[src/sv/bvlp_pkg.sv]
package bvlp_pkg;

  localparam int ElemW   = 8;
  localparam int TermW   = 2 * ElemW;
  localparam int SumW    = 27;
  localparam int FracW   = 8;
  localparam int DistW   = 35;
  localparam int RootW   = (SumW + 2 * FracW + 1) / 2;  // 22
  localparam int RadW    = 2 * RootW;                   // 44, padded operand
  localparam int RemW    = RootW + 3;
  localparam int StepCntW = $clog2(RootW);

  localparam logic [SumW-1:0] SumMax = {SumW{1'b1}};

  // norm_order codes
  localparam logic [1:0] NORM_L1 = 2'd1;
  localparam logic [1:0] NORM_L2 = 2'd2;

  typedef enum logic [1:0] {
    ST_IDLE,
    ST_ROOT,
    ST_LOAD
  } state_t;

  typedef struct packed {
    logic             start;
    logic [SumW-1:0]  operand;
  } sqrt_ctl_t;

  typedef struct packed {
    logic busy;
    logic done;
  } sqrt_sts_t;

endpackage

[src/sv/byte_vector_lp_distance.sv]
// Byte-vector L1/L2 distance. Each input transaction carries one pair of unsigned
// byte elements; the block sums |p-q| (norm_order = 1) or (p-q)^2 (any other
// code) into a 27-bit accumulator that saturates at full scale. On the pair
// with tlast set it returns one transaction holding the distance in unsigned
// fixed point with 8 fraction bits, rounded down: the sum itself for L1, the
// integer square root of sum*65536 for L2, and clears the accumulator.
// Timing: a pair without tlast is taken and the block is ready again at once.
// A last pair makes the block busy until it returns to idle: for L1 it passes
// through the load state; for L2 it first waits in the root state while the
// square-root unit resolves one result bit per cycle and then raises its done
// flag, and then passes through the load state. The load state writes the
// result into the output register and sets out_tvalid. The next vector's
// pairs are accepted while that result waits to be taken; besides the busy
// states after a last pair, the block holds off in the load state only when a
// new result is ready and the previous one is still untaken.
// norm_order is sampled on every pair; the value present with the last pair
// picks L1 or L2 for the final step. Configuration writes are always accepted.
module byte_vector_lp_distance (
  input  logic        clk,
  input  logic        rst_n,
  // configuration: norm_order
  input  logic        cfg_valid,
  output logic        cfg_ready,
  input  logic [1:0]  cfg_data,
  // input stream
  input  logic        in_tvalid,
  output logic        in_tready,
  input  logic [15:0] in_tdata,   // [7:0] p_value, [15:8] q_value
  input  logic        in_tlast,   // last
  // result stream
  output logic        out_tvalid,
  input  logic        out_tready,
  output logic [39:0] out_tdata   // [34:0] distance, [39:35] zero
);
  import bvlp_pkg::*;

  state_t state_r, state_nxt;

  logic [1:0]       norm_r;
  logic             in_xfer;
  logic             out_xfer;
  logic             l1;
  logic [SumW-1:0]  sum_total;
  logic [SumW-1:0]  fin_sum_r, fin_sum_nxt;
  logic             fin_l1_r, fin_l1_nxt;
  logic [DistW-1:0] out_data_r, out_data_nxt;
  logic             out_valid_r, out_valid_nxt;
  logic [RootW-1:0] root;
  sqrt_ctl_t        sq_ctl;
  sqrt_sts_t        sq_sts;

  assign cfg_ready = 1'b1;
  assign in_tready = (state_r == ST_IDLE);
  assign in_xfer   = in_tvalid && in_tready;
  assign out_xfer  = out_valid_r && out_tready;
  assign l1        = (norm_r == NORM_L1);

  bvlp_acc u_acc (
    .clk       (clk),
    .rst_n     (rst_n),
    .en        (in_xfer),
    .clear     (in_tlast),
    .l1        (l1),
    .p_value   (in_tdata[7:0]),
    .q_value   (in_tdata[15:8]),
    .sum_total (sum_total)
  );

  bvlp_sqrt u_sqrt (
    .clk   (clk),
    .rst_n (rst_n),
    .ctl   (sq_ctl),
    .sts   (sq_sts),
    .root  (root)
  );

  always_comb begin
    state_nxt     = state_r;
    fin_sum_nxt   = fin_sum_r;
    fin_l1_nxt    = fin_l1_r;
    out_data_nxt  = out_data_r;
    out_valid_nxt = out_valid_r && !out_xfer;
    sq_ctl.start   = 1'b0;
    sq_ctl.operand = sum_total;

    case (state_r)
      ST_IDLE: begin
        if (in_xfer && in_tlast) begin
          fin_sum_nxt = sum_total;
          fin_l1_nxt  = l1;
          if (l1) begin
            state_nxt = ST_LOAD;
          end else begin
            sq_ctl.start = 1'b1;
            state_nxt    = ST_ROOT;
          end
        end
      end
      ST_ROOT: begin
        if (sq_sts.done) begin
          state_nxt = ST_LOAD;
        end
      end
      ST_LOAD: begin
        // wait for the output register to free up
        if (!out_valid_r || out_tready) begin
          out_data_nxt  = fin_l1_r ? {fin_sum_r, {FracW{1'b0}}}
                                   : {{(DistW-RootW){1'b0}}, root};
          out_valid_nxt = 1'b1;
          state_nxt     = ST_IDLE;
        end
      end
      default: begin
        state_nxt = ST_IDLE;
      end
    endcase
  end

  always_ff @(posedge clk) begin
    if (!rst_n) begin
      state_r     <= ST_IDLE;
      norm_r      <= NORM_L2;
      out_valid_r <= 1'b0;
    end else begin
      state_r     <= state_nxt;
      out_valid_r <= out_valid_nxt;
      if (cfg_valid && cfg_ready) begin
        norm_r <= cfg_data;
      end
    end
  end

  always_ff @(posedge clk) begin
    fin_sum_r  <= fin_sum_nxt;
    fin_l1_r   <= fin_l1_nxt;
    out_data_r <= out_data_nxt;
  end

  assign out_tvalid = out_valid_r;
  assign out_tdata  = {{(40-DistW){1'b0}}, out_data_r};

endmodule

[src/sv/bvlp_acc.sv]
module bvlp_acc (
  input  logic                        clk,
  input  logic                        rst_n,
  input  logic                        en,
  input  logic                        clear,
  input  logic                        l1,
  input  logic [bvlp_pkg::ElemW-1:0]  p_value,
  input  logic [bvlp_pkg::ElemW-1:0]  q_value,
  output logic [bvlp_pkg::SumW-1:0]   sum_total
);
  import bvlp_pkg::*;

  logic [SumW-1:0]  running_sum_r, running_sum_nxt;
  logic [ElemW-1:0] diff;
  logic [TermW-1:0] term;
  logic [SumW:0]    wide_sum;

  always_comb begin
    diff = (p_value >= q_value) ? (p_value - q_value) : (q_value - p_value);
    term = l1 ? {{(TermW-ElemW){1'b0}}, diff} : diff * diff;
    wide_sum = {1'b0, running_sum_r} + {{(SumW+1-TermW){1'b0}}, term};
    // saturate at full scale
    sum_total = wide_sum[SumW] ? SumMax : wide_sum[SumW-1:0];
    running_sum_nxt = running_sum_r;
    if (en) begin
      running_sum_nxt = clear ? '0 : sum_total;
    end
  end

  always_ff @(posedge clk) begin
    if (!rst_n) begin
      running_sum_r <= '0;
    end else begin
      running_sum_r <= running_sum_nxt;
    end
  end

endmodule

[src/sv/bvlp_sqrt.sv]
module bvlp_sqrt (
  input  logic                        clk,
  input  logic                        rst_n,
  input  bvlp_pkg::sqrt_ctl_t         ctl,
  output bvlp_pkg::sqrt_sts_t         sts,
  output logic [bvlp_pkg::RootW-1:0]  root
);
  import bvlp_pkg::*;

  logic [RadW-1:0]     rad_r, rad_nxt;
  logic [RemW-1:0]     rem_r, rem_nxt;
  logic [RootW-1:0]    root_r, root_nxt;
  logic [StepCntW-1:0] cnt_r, cnt_nxt;
  logic                busy_r, busy_nxt;
  logic                done_r, done_nxt;
  logic [RemW-1:0]     rem_sh;
  logic [RemW-1:0]     trial;
  logic                fits;

  // one restoring digit-pair step per cycle
  always_comb begin
    rem_sh = {rem_r[RemW-3:0], rad_r[RadW-1 -: 2]};
    trial  = {1'b0, root_r, 2'b01};
    fits   = (rem_sh >= trial);

    rad_nxt  = rad_r;
    rem_nxt  = rem_r;
    root_nxt = root_r;
    cnt_nxt  = cnt_r;
    busy_nxt = busy_r;
    done_nxt = 1'b0;

    if (ctl.start) begin
      rad_nxt  = {{(RadW-SumW-2*FracW){1'b0}}, ctl.operand, {(2*FracW){1'b0}}};
      rem_nxt  = '0;
      root_nxt = '0;
      cnt_nxt  = StepCntW'(RootW - 1);
      busy_nxt = 1'b1;
    end else if (busy_r) begin
      rad_nxt  = {rad_r[RadW-3:0], 2'b00};
      rem_nxt  = fits ? (rem_sh - trial) : rem_sh;
      root_nxt = {root_r[RootW-2:0], fits};
      cnt_nxt  = cnt_r - 1'b1;
      if (cnt_r == '0) begin
        busy_nxt = 1'b0;
        done_nxt = 1'b1;
      end
    end
  end

  always_ff @(posedge clk) begin
    if (!rst_n) begin
      busy_r <= 1'b0;
      done_r <= 1'b0;
      cnt_r  <= '0;
    end else begin
      busy_r <= busy_nxt;
      done_r <= done_nxt;
      cnt_r  <= cnt_nxt;
    end
  end

  always_ff @(posedge clk) begin
    rad_r  <= rad_nxt;
    rem_r  <= rem_nxt;
    root_r <= root_nxt;
  end

  assign sts.busy = busy_r;
  assign sts.done = done_r;
  assign root     = root_r;

endmodule
[config.mk]
export PLATFORM = sky130hd
export DESIGN_NAME = byte_vector_lp_distance
export DESIGN_NICKNAME = d
export VERILOG_FILES = /design/src/sv/bvlp_pkg.sv /design/src/sv/byte_vector_lp_distance.sv /design/src/sv/bvlp_acc.sv /design/src/sv/bvlp_sqrt.sv
export SDC_FILE = /design/constraint.sdc
export NUM_CORES = 1
export LEC_CHECK = 0
export BUFFER_PORTS_ARGS = -buffer_cell sky130_fd_sc_hd__buf_4
export CORE_UTILIZATION = 40
export CTS_BUF_LIST = sky130_fd_sc_hd__clkbuf_16
export DETAILED_ROUTE_END_ITERATION = 16
export GPL_ROUTABILITY_DRIVEN = 0
export PLACE_DENSITY = 0.62
export SYNTH_ARGS = -nofsm -noshare
export SYNTH_HDL_FRONTEND = slang
export SYNTH_SLANG_ARGS = --single-unit
[constraint.sdc]
create_clock -name clk -period 12.6 [get_ports clk]
set_input_delay 1.89 -clock clk [delete_from_list [all_inputs] [get_ports clk]]
set_output_delay 1.89 -clock clk [all_outputs]
set_load 0.02 [all_outputs]
==> results of run 1 <==
[Yosys cell counts (5+ instances only)]
cell      count
o211ai_1      5
dfxtp_1      85
a22o_1       13
nor3_1       21
nand4_1       7
a31oi_1      15
nor2_1      129
nand2_1     101
nand2b_1     14
ha_1         87
and3_1        9
and2_1       19
o21bai_1      7
a211oi_1     15
mux2_2        8
xor2_1       23
buf_4         6
nand3_1      16
xnor2_1      30
o21a_1       14
fa_1         27
mux2i_1      37
inv_1       114
a21o_1       24
clkbuf_1     35
o21ai_0      86
nor2b_1      11
edfxtp_1     90
a21oi_1      81
or2_2        12
[tightest hold or removal path: cells and delay by family, from the launching register on]
kind,cells,cell delay (ns)
simple gates,1,0.06
flops,1,0.32
mux,1,0.06
[worst max path at each step]
stage | from | to | cells after the start
2_1_floorplan | in_tdata[0] | u_sqrt.rad_r[39] | 33
4_1_cts | in_tdata[5] | u_sqrt.rad_r[25] | 31
6_report | in_tdata[5] | u_sqrt.rad_r[25] | 31
3_3_place_gp | in_tdata[0] | u_sqrt.rad_r[25] | 33
3_5_place_dp | in_tdata[5] | u_sqrt.rad_r[25] | 31
5_1_grt | in_tdata[0] | u_sqrt.rad_r[25] | 34
[sequential cells by signal, summed over array words and instances, names as in the netlist]
| name | flops |
|---|---|
| u_sqrt.rem_r | 23 |
| norm_r | 2 |
| u_sqrt.rad_r | 28 |
| out_data_r | 35 |
| fin_sum_r | 27 |
| u_acc.running_sum_r | 27 |
| u_sqrt.cnt_r | 5 |
| u_sqrt.busy_r | 1 |
| state_r | 2 |
| u_sqrt.done_r | 1 |
| fin_l1_r | 1 |
| u_sqrt.root | 22 |
| out_tvalid | 1 |
[final cells by class]
type                    count  area, µm²
flip-flops and latches    175       4410
clock buffers              20        500
multi-input cells         885       6260
fillers                  2727      15200
inverters                 114        428
well taps                 378        473
clock inverters            12       65.1
repair buffers             66        495
[metrics by stage]
step	util, %	setup WS [ns]
3_3_place_gp	43.4	2.15
2_1_floorplan	-	3.20
6_report	45.5	2.31
4_1_cts	45.5	2.33
5_1_grt	45.5	1.70
3_5_place_dp	43.4	1.87
[layer usage]
layer  vias up  GRT usage, %  share of wire, %
li1       4329             -                 -
met4         0          4.90               1.3
met5         -             0                 0
met3        26          2.81               2.9
met1      3993          23.5                48
met2       146          30.6                48
[cell families after synthesis]
kind of cell / after synthesis / share of synthesized area (%)
flops: 175 / 39.1
mux: 47 / 4.35
compound gates: 306 / 17.4
buf+inv: 163 / 5.74
xor+xnor: 53 / 4.12
simple gates: 359 / 14.8
other cells: 2 / 0.0667
fa+ha+maj: 114 / 14.5
==> metrics, run 1 <==
RSZ-0062 raised after global routing=no; Syn Area/Cell=9.24 µm²; 1st-iter DRT viols=521; antenna-violating nets left=0; slowest stage cell, crit path=xnor2_1; routed vias=8,494; Post-layout nets=1,397; Placement Cell Area=12,100 µm²; ys flop type=edfxtp_1; Worst Hold Depth=2; R2R depth=13; Final Critical Period=10.29 ns; fin crit share=81.7%; antenna violations before repair=0; Pre-antenna DRT Iters=5; status=finished, final reports clean; quantity of hold-fixing buffers added after cts=0; post-route setup TNS=0 ns; final WL=25,000 µm; Setup crit end kind=flip-flop; Ys Warns=0; Inserted Clock Buffers=17; final setup vio count=0; sequential share of the synthesized area=39.1%; CP arrival=10.46 ns; Root Driver=clkbuf_16; post-CTS setup buffer count=0; worst-margin pin slew=1.10 ns; Finished Cell Area=12,600 µm²; P&R area growth vs syn=12.1%; R2R Path End=u_sqrt.rad_r[25]; Clock Tree Buf Depth=2; Antenna Cells=0; ys async rst share=0%; CTS tree=built; I/O Pins=67; CTS resizes=0; clock slew at reported path FFs=0.06 ns; commonest non-fill, non-tap cell in the layout=nor2_1; first-pass GRT wire length=41,000 µm; Cells after Synth=1,219; Die Ht=170 µm; startpoint types=primary input; layout cells sized above 1=10.5%; commonest non-fill, non-tap cells in the layout=128 x nor2_1, 118 x inv_1, 101 x nand2_1; worst hold path type=reg -> reg; min-delay src=norm_r[1]; vias in the first global route=8,120; largest net degree at the start of global routing=60; Crit Path Max Fanout=28; Crit path buffers/inverters=6; top cells by area, synth=edfxtp_1 24%, dfxtp_1 15%, ha_1 9.7%, fa_1 4.8%, nor2_1 4.3%; post-DP HPWL=18,300 µm; vias per std cell=5.15; Crit Reg-Reg Startpoint=norm_r[1]; EDFF count, synth=90; synthesized area=11,300 µm²; kind of critical path=in -> reg; top cell family by delay on the critical path=adder cells; Yosys cell types=74; input/output buffers=60; area leader, netlist=edfxtp_1; site row count=61; Die W=170 µm; CP required=12.77 ns; core box area=27,800 µm²; Max-cap violations=0; Final Hold Fails=0; post-placement cell count=1,618; Slew HR=26.4%; Clock Sink Count=175; Critical Path Max Stage Delay=0.79 ns; H-tree depth=4; Pins Over Slew Limit=0; Clock Latency Late Sink=0.43 ns; WHS Endpoint=norm_r[1]; die area=28,800 µm²; share of the synthesized area in the top cell type=24.0%; Total GRT Usage=18.0%; Clock Skews=0.0153 ns; Non-Filler Instances=1,650; DRC viols=0; R2R setup slack=8.27 ns; DR WL/cell=15.2 µm; Initial Util=40.6%; crit-path most repeated cell=inv_1; grt ovf=0; Yosys reg bits=175; Highest Clock Rate=97.2 MHz; Hold WS=0.471 ns
Power of run 1 is left out: the tool's default activity adds up to more than one toggle a clock period on the data nets, which glitch-free logic cannot reach.
==> run 2, diff against run 1 <==
--- a/config.mk
+++ b/config.mk
@@ -5,6 +5,7 @@
 export SDC_FILE = /design/constraint.sdc
 export NUM_CORES = 1
 export LEC_CHECK = 0
+export ABC_AREA = 1
 export BUFFER_PORTS_ARGS = -buffer_cell sky130_fd_sc_hd__buf_4
 export CORE_UTILIZATION = 40
 export CTS_BUF_LIST = sky130_fd_sc_hd__clkbuf_16
==> constraint.sdc (replaced) <==
create_clock -name clk -period 10.5 [get_ports clk]
set_input_delay 1.575 -clock clk [delete_from_list [all_inputs] [get_ports clk]]
set_output_delay 1.575 -clock clk [all_outputs]
set_load 0.02 [all_outputs]
==> run 2 against run 1 <==
Compared with the run above: cell count up 36%; die area up 15%; wire length up 29%; global-route usage up 2.2 points; first-iteration DRC count up 67%; register-to-register slack worse by 1.5 ns; core utilization down 0.20 points; final area up 14%; clock skew down 0.0020 ns; count of clock-buffer cells in the layout down 2; sequential cell count unchanged.
==> metrics, run 2 <==
status=finished, final reports clean (unchanged); DR WL/cell=14.4 µm (was 15.2 µm); Clock Skews=0.0133 ns (was 0.0153 ns); Pre-antenna DRT Iters=5 (unchanged); EDFF count, synth=90 (unchanged); Final Hold Fails=0 (unchanged); grt ovf=0 (unchanged); area leader, netlist=edfxtp_1 (unchanged); worst hold path type=reg -> reg (unchanged); Total GRT Usage=20.2% (was 18.0%); Critical Path Max Stage Delay=0.55 ns (was 0.79 ns); Setup crit end kind=flip-flop (unchanged); commonest non-fill, non-tap cells in the layout=542 x nand2_1, 316 x inv_1, 127 x nor2_1 (was 128 x nor2_1, 118 x inv_1, 101 x nand2_1); crit-path most repeated cell=nand2_1 (was inv_1); Final Critical Period=8.66 ns; synthesized area=13,000 µm² (was 11,300 µm²); Inserted Clock Buffers=17 (unchanged); top cell family by delay on the critical path=adder cells (unchanged); first-pass GRT wire length=53,500 µm (was 41,000 µm); Yosys reg bits=175 (unchanged); Die W=182 µm (was 170 µm); quantity of hold-fixing buffers added after cts=0 (unchanged); ys async rst share=0% (unchanged); fin crit share=82.5%; post-DP HPWL=24,400 µm (was 18,300 µm); share of the synthesized area in the top cell type=20.9% (was 24.0%); Clock Latency Late Sink=0.44 ns (was 0.43 ns); commonest non-fill, non-tap cell in the layout=nand2_1 (was nor2_1); P&R area growth vs syn=10.8% (was 12.1%); CP required=10.70 ns (was 12.77 ns); Slew HR=26.9% (was 26.4%); Yosys cell types=49 (was 74); slowest stage cell, crit path=fa_1 (was xnor2_1); 1st-iter DRT viols=871 (was 521); Initial Util=40.9% (was 40.6%); Crit path buffers/inverters=8 (was 6); biggest regs=out_data_r (35), u_sqrt.rad_r (28) (unchanged); Clock Tree Buf Depth=2 (unchanged); layout cells sized above 1=11.1% (was 10.5%); vias per std cell=4.97 (was 5.15); site row count=65 (was 61); Highest Clock Rate=115 MHz; Max-cap violations=0 (unchanged); Post-layout nets=1,965 (was 1,397); I/O Pins=67 (unchanged); largest net degree at the start of global routing=48 (was 60); Clock Sink Count=175 (unchanged); Syn Area/Cell=7.26 µm² (was 9.24 µm²); core box area=31,700 µm² (was 27,800 µm²); Die Ht=182 µm (was 170 µm); top cells by count, synth=543 x nand2_1, 314 x inv_1, 130 x nor2_1, 109 x nand3_1, 90 x edfxtp_1 (was 129 x nor2_1, 114 x inv_1, 101 x nand2_1, 90 x edfxtp_1, 87 x ha_1); CTS resizes=0 (unchanged); RSZ-0062 raised after global routing=no (unchanged); CTS tree=built (unchanged); antenna-violating nets left=0 (unchanged); kind of critical path=in -> reg (unchanged); die area=33,100 µm² (was 28,800 µm²); Pins Over Slew Limit=0 (unchanged); top cells by area, synth=edfxtp_1 21%, nand2_1 16%, dfxtp_1 13%, inv_1 9.1%, ha_1 8.4% (was edfxtp_1 24%, dfxtp_1 15%, ha_1 9.7%, fa_1 4.8%, nor2_1 4.3%); Ys Warns=0 (unchanged); most numerous cell in the Yosys netlist=nand2_1 (was nor2_1); Crit Path Max Fanout=19 (was 28); post-route setup TNS=0 ns (unchanged); startpoint types=primary input (unchanged); vias in the first global route=10,700 (was 8,120); Cells after Synth=1,785 (was 1,219); max reg flops=35 (unchanged); post-CTS setup buffer count=0 (unchanged); Antenna Cells=0 (unchanged); CP arrival=8.86 ns (was 10.46 ns); input/output buffers=60 (unchanged); Root Driver=clkbuf_16 (unchanged); antenna violations before repair=0 (unchanged); sequential share of the synthesized area=34.0% (was 39.1%); worst-margin pin slew=1.09 ns (was 1.10 ns); Largest Register=out_data_r (unchanged); ys flop type=edfxtp_1 (unchanged); H-tree depth=4 (unchanged); DRC viols=0 (unchanged); final WL=32,200 µm (was 25,000 µm); final setup vio count=0 (unchanged); routed vias=11,100 (was 8,494); clock slew at reported path FFs=0.07 ns (was 0.06 ns)
==> run 2: changes by cell type in the layout (fill, tap and decap cells not counted), sizes merged, moves of 16 or more <==
cell / delta
nand3: +108
and2: -19
nand4: +29
inv: +212
xnor2: -26
mux2i: -37
nand2: +473
nor2: +16
a21o: -20
a211oi: -16
o22ai: +21
o21ai: -39
==> run 2: per-stage QoR <==
stage | setup slack, ns | hold slack, ns | area [µm²] | cells | utilization, %
3_3_place_gp | 1.61 | 0.452 | 13700 | 2210 | 43.3
6_report | 1.84 | 0.469 | 14400 | 2242 | 45.2
5_1_grt | 1.24 | 0.481 | 14400 | 2242 | 45.2
4_1_cts | 1.91 | 0.468 | 14400 | 2242 | 45.2
3_5_place_dp | 1.45 | 0.457 | 13700 | 2210 | 43.3
2_1_floorplan | 2.51 | 0.422 | 13000 | 1789 | -
==> run 2: cells by family (layout without fill, tap and decap cells) <==
logic type / Yosys count / count (layout) / synth area share (%)
AO/OA/AOI/OAI: 177 / 177 / 8.11
XOR/XNOR: 30 / 30 / 2.03
adder cells (fa/ha/maj): 114 / 114 / 12.6
buffers and inverters: 379 / 430 / 11.8
flip-flops: 175 / 175 / 34.0
other: 2 / 6 / 0.0580
AND/OR/NAND/NOR: 908 / 908 / 31.4
==> run 2: metal layers <==
layer	vias to the layer above	wire, µm	track usage (%)
met3	57	1270	3.15
met5	-	0	0
li1	5707	-	-
met4	0	715	6.05
met2	225	14700	33.5
met1	5151	15500	27.1
==> run 2: layout make-up <==
type / count / area (µm²)
Tap cell: 402 / 503
Clock inverter: 14 / 178
Sequential cell: 175 / 4400
Multi-Input combinational cell: 1235 / 7050
Inverter: 326 / 1230
Timing Repair Buffer: 72 / 541
Clock buffer: 18 / 450
Fill cell: 3202 / 17400
==> run 2: worst min-delay path: stages (launching register included) <==
cell     delay (ns)
dfxtp_1        0.31
nand2_1        0.06
a21oi_1        0.05
==> run 2: final timing paths <==
kind	from	endpoint	slack [ns]	cells past startpoint
hold reg to reg	u_sqrt.cnt_r[1]	u_sqrt.cnt_r[1]	0.47	2
hold / removal	u_sqrt.cnt_r[1]	u_sqrt.cnt_r[1]	0.47	2
setup reg to reg	norm_r[0]	u_sqrt.rad_r[29]	6.73	14
setup / recovery	in_tdata[0]	u_sqrt.rad_r[29]	1.84	39
Power of run 2 is left out for the same reason.
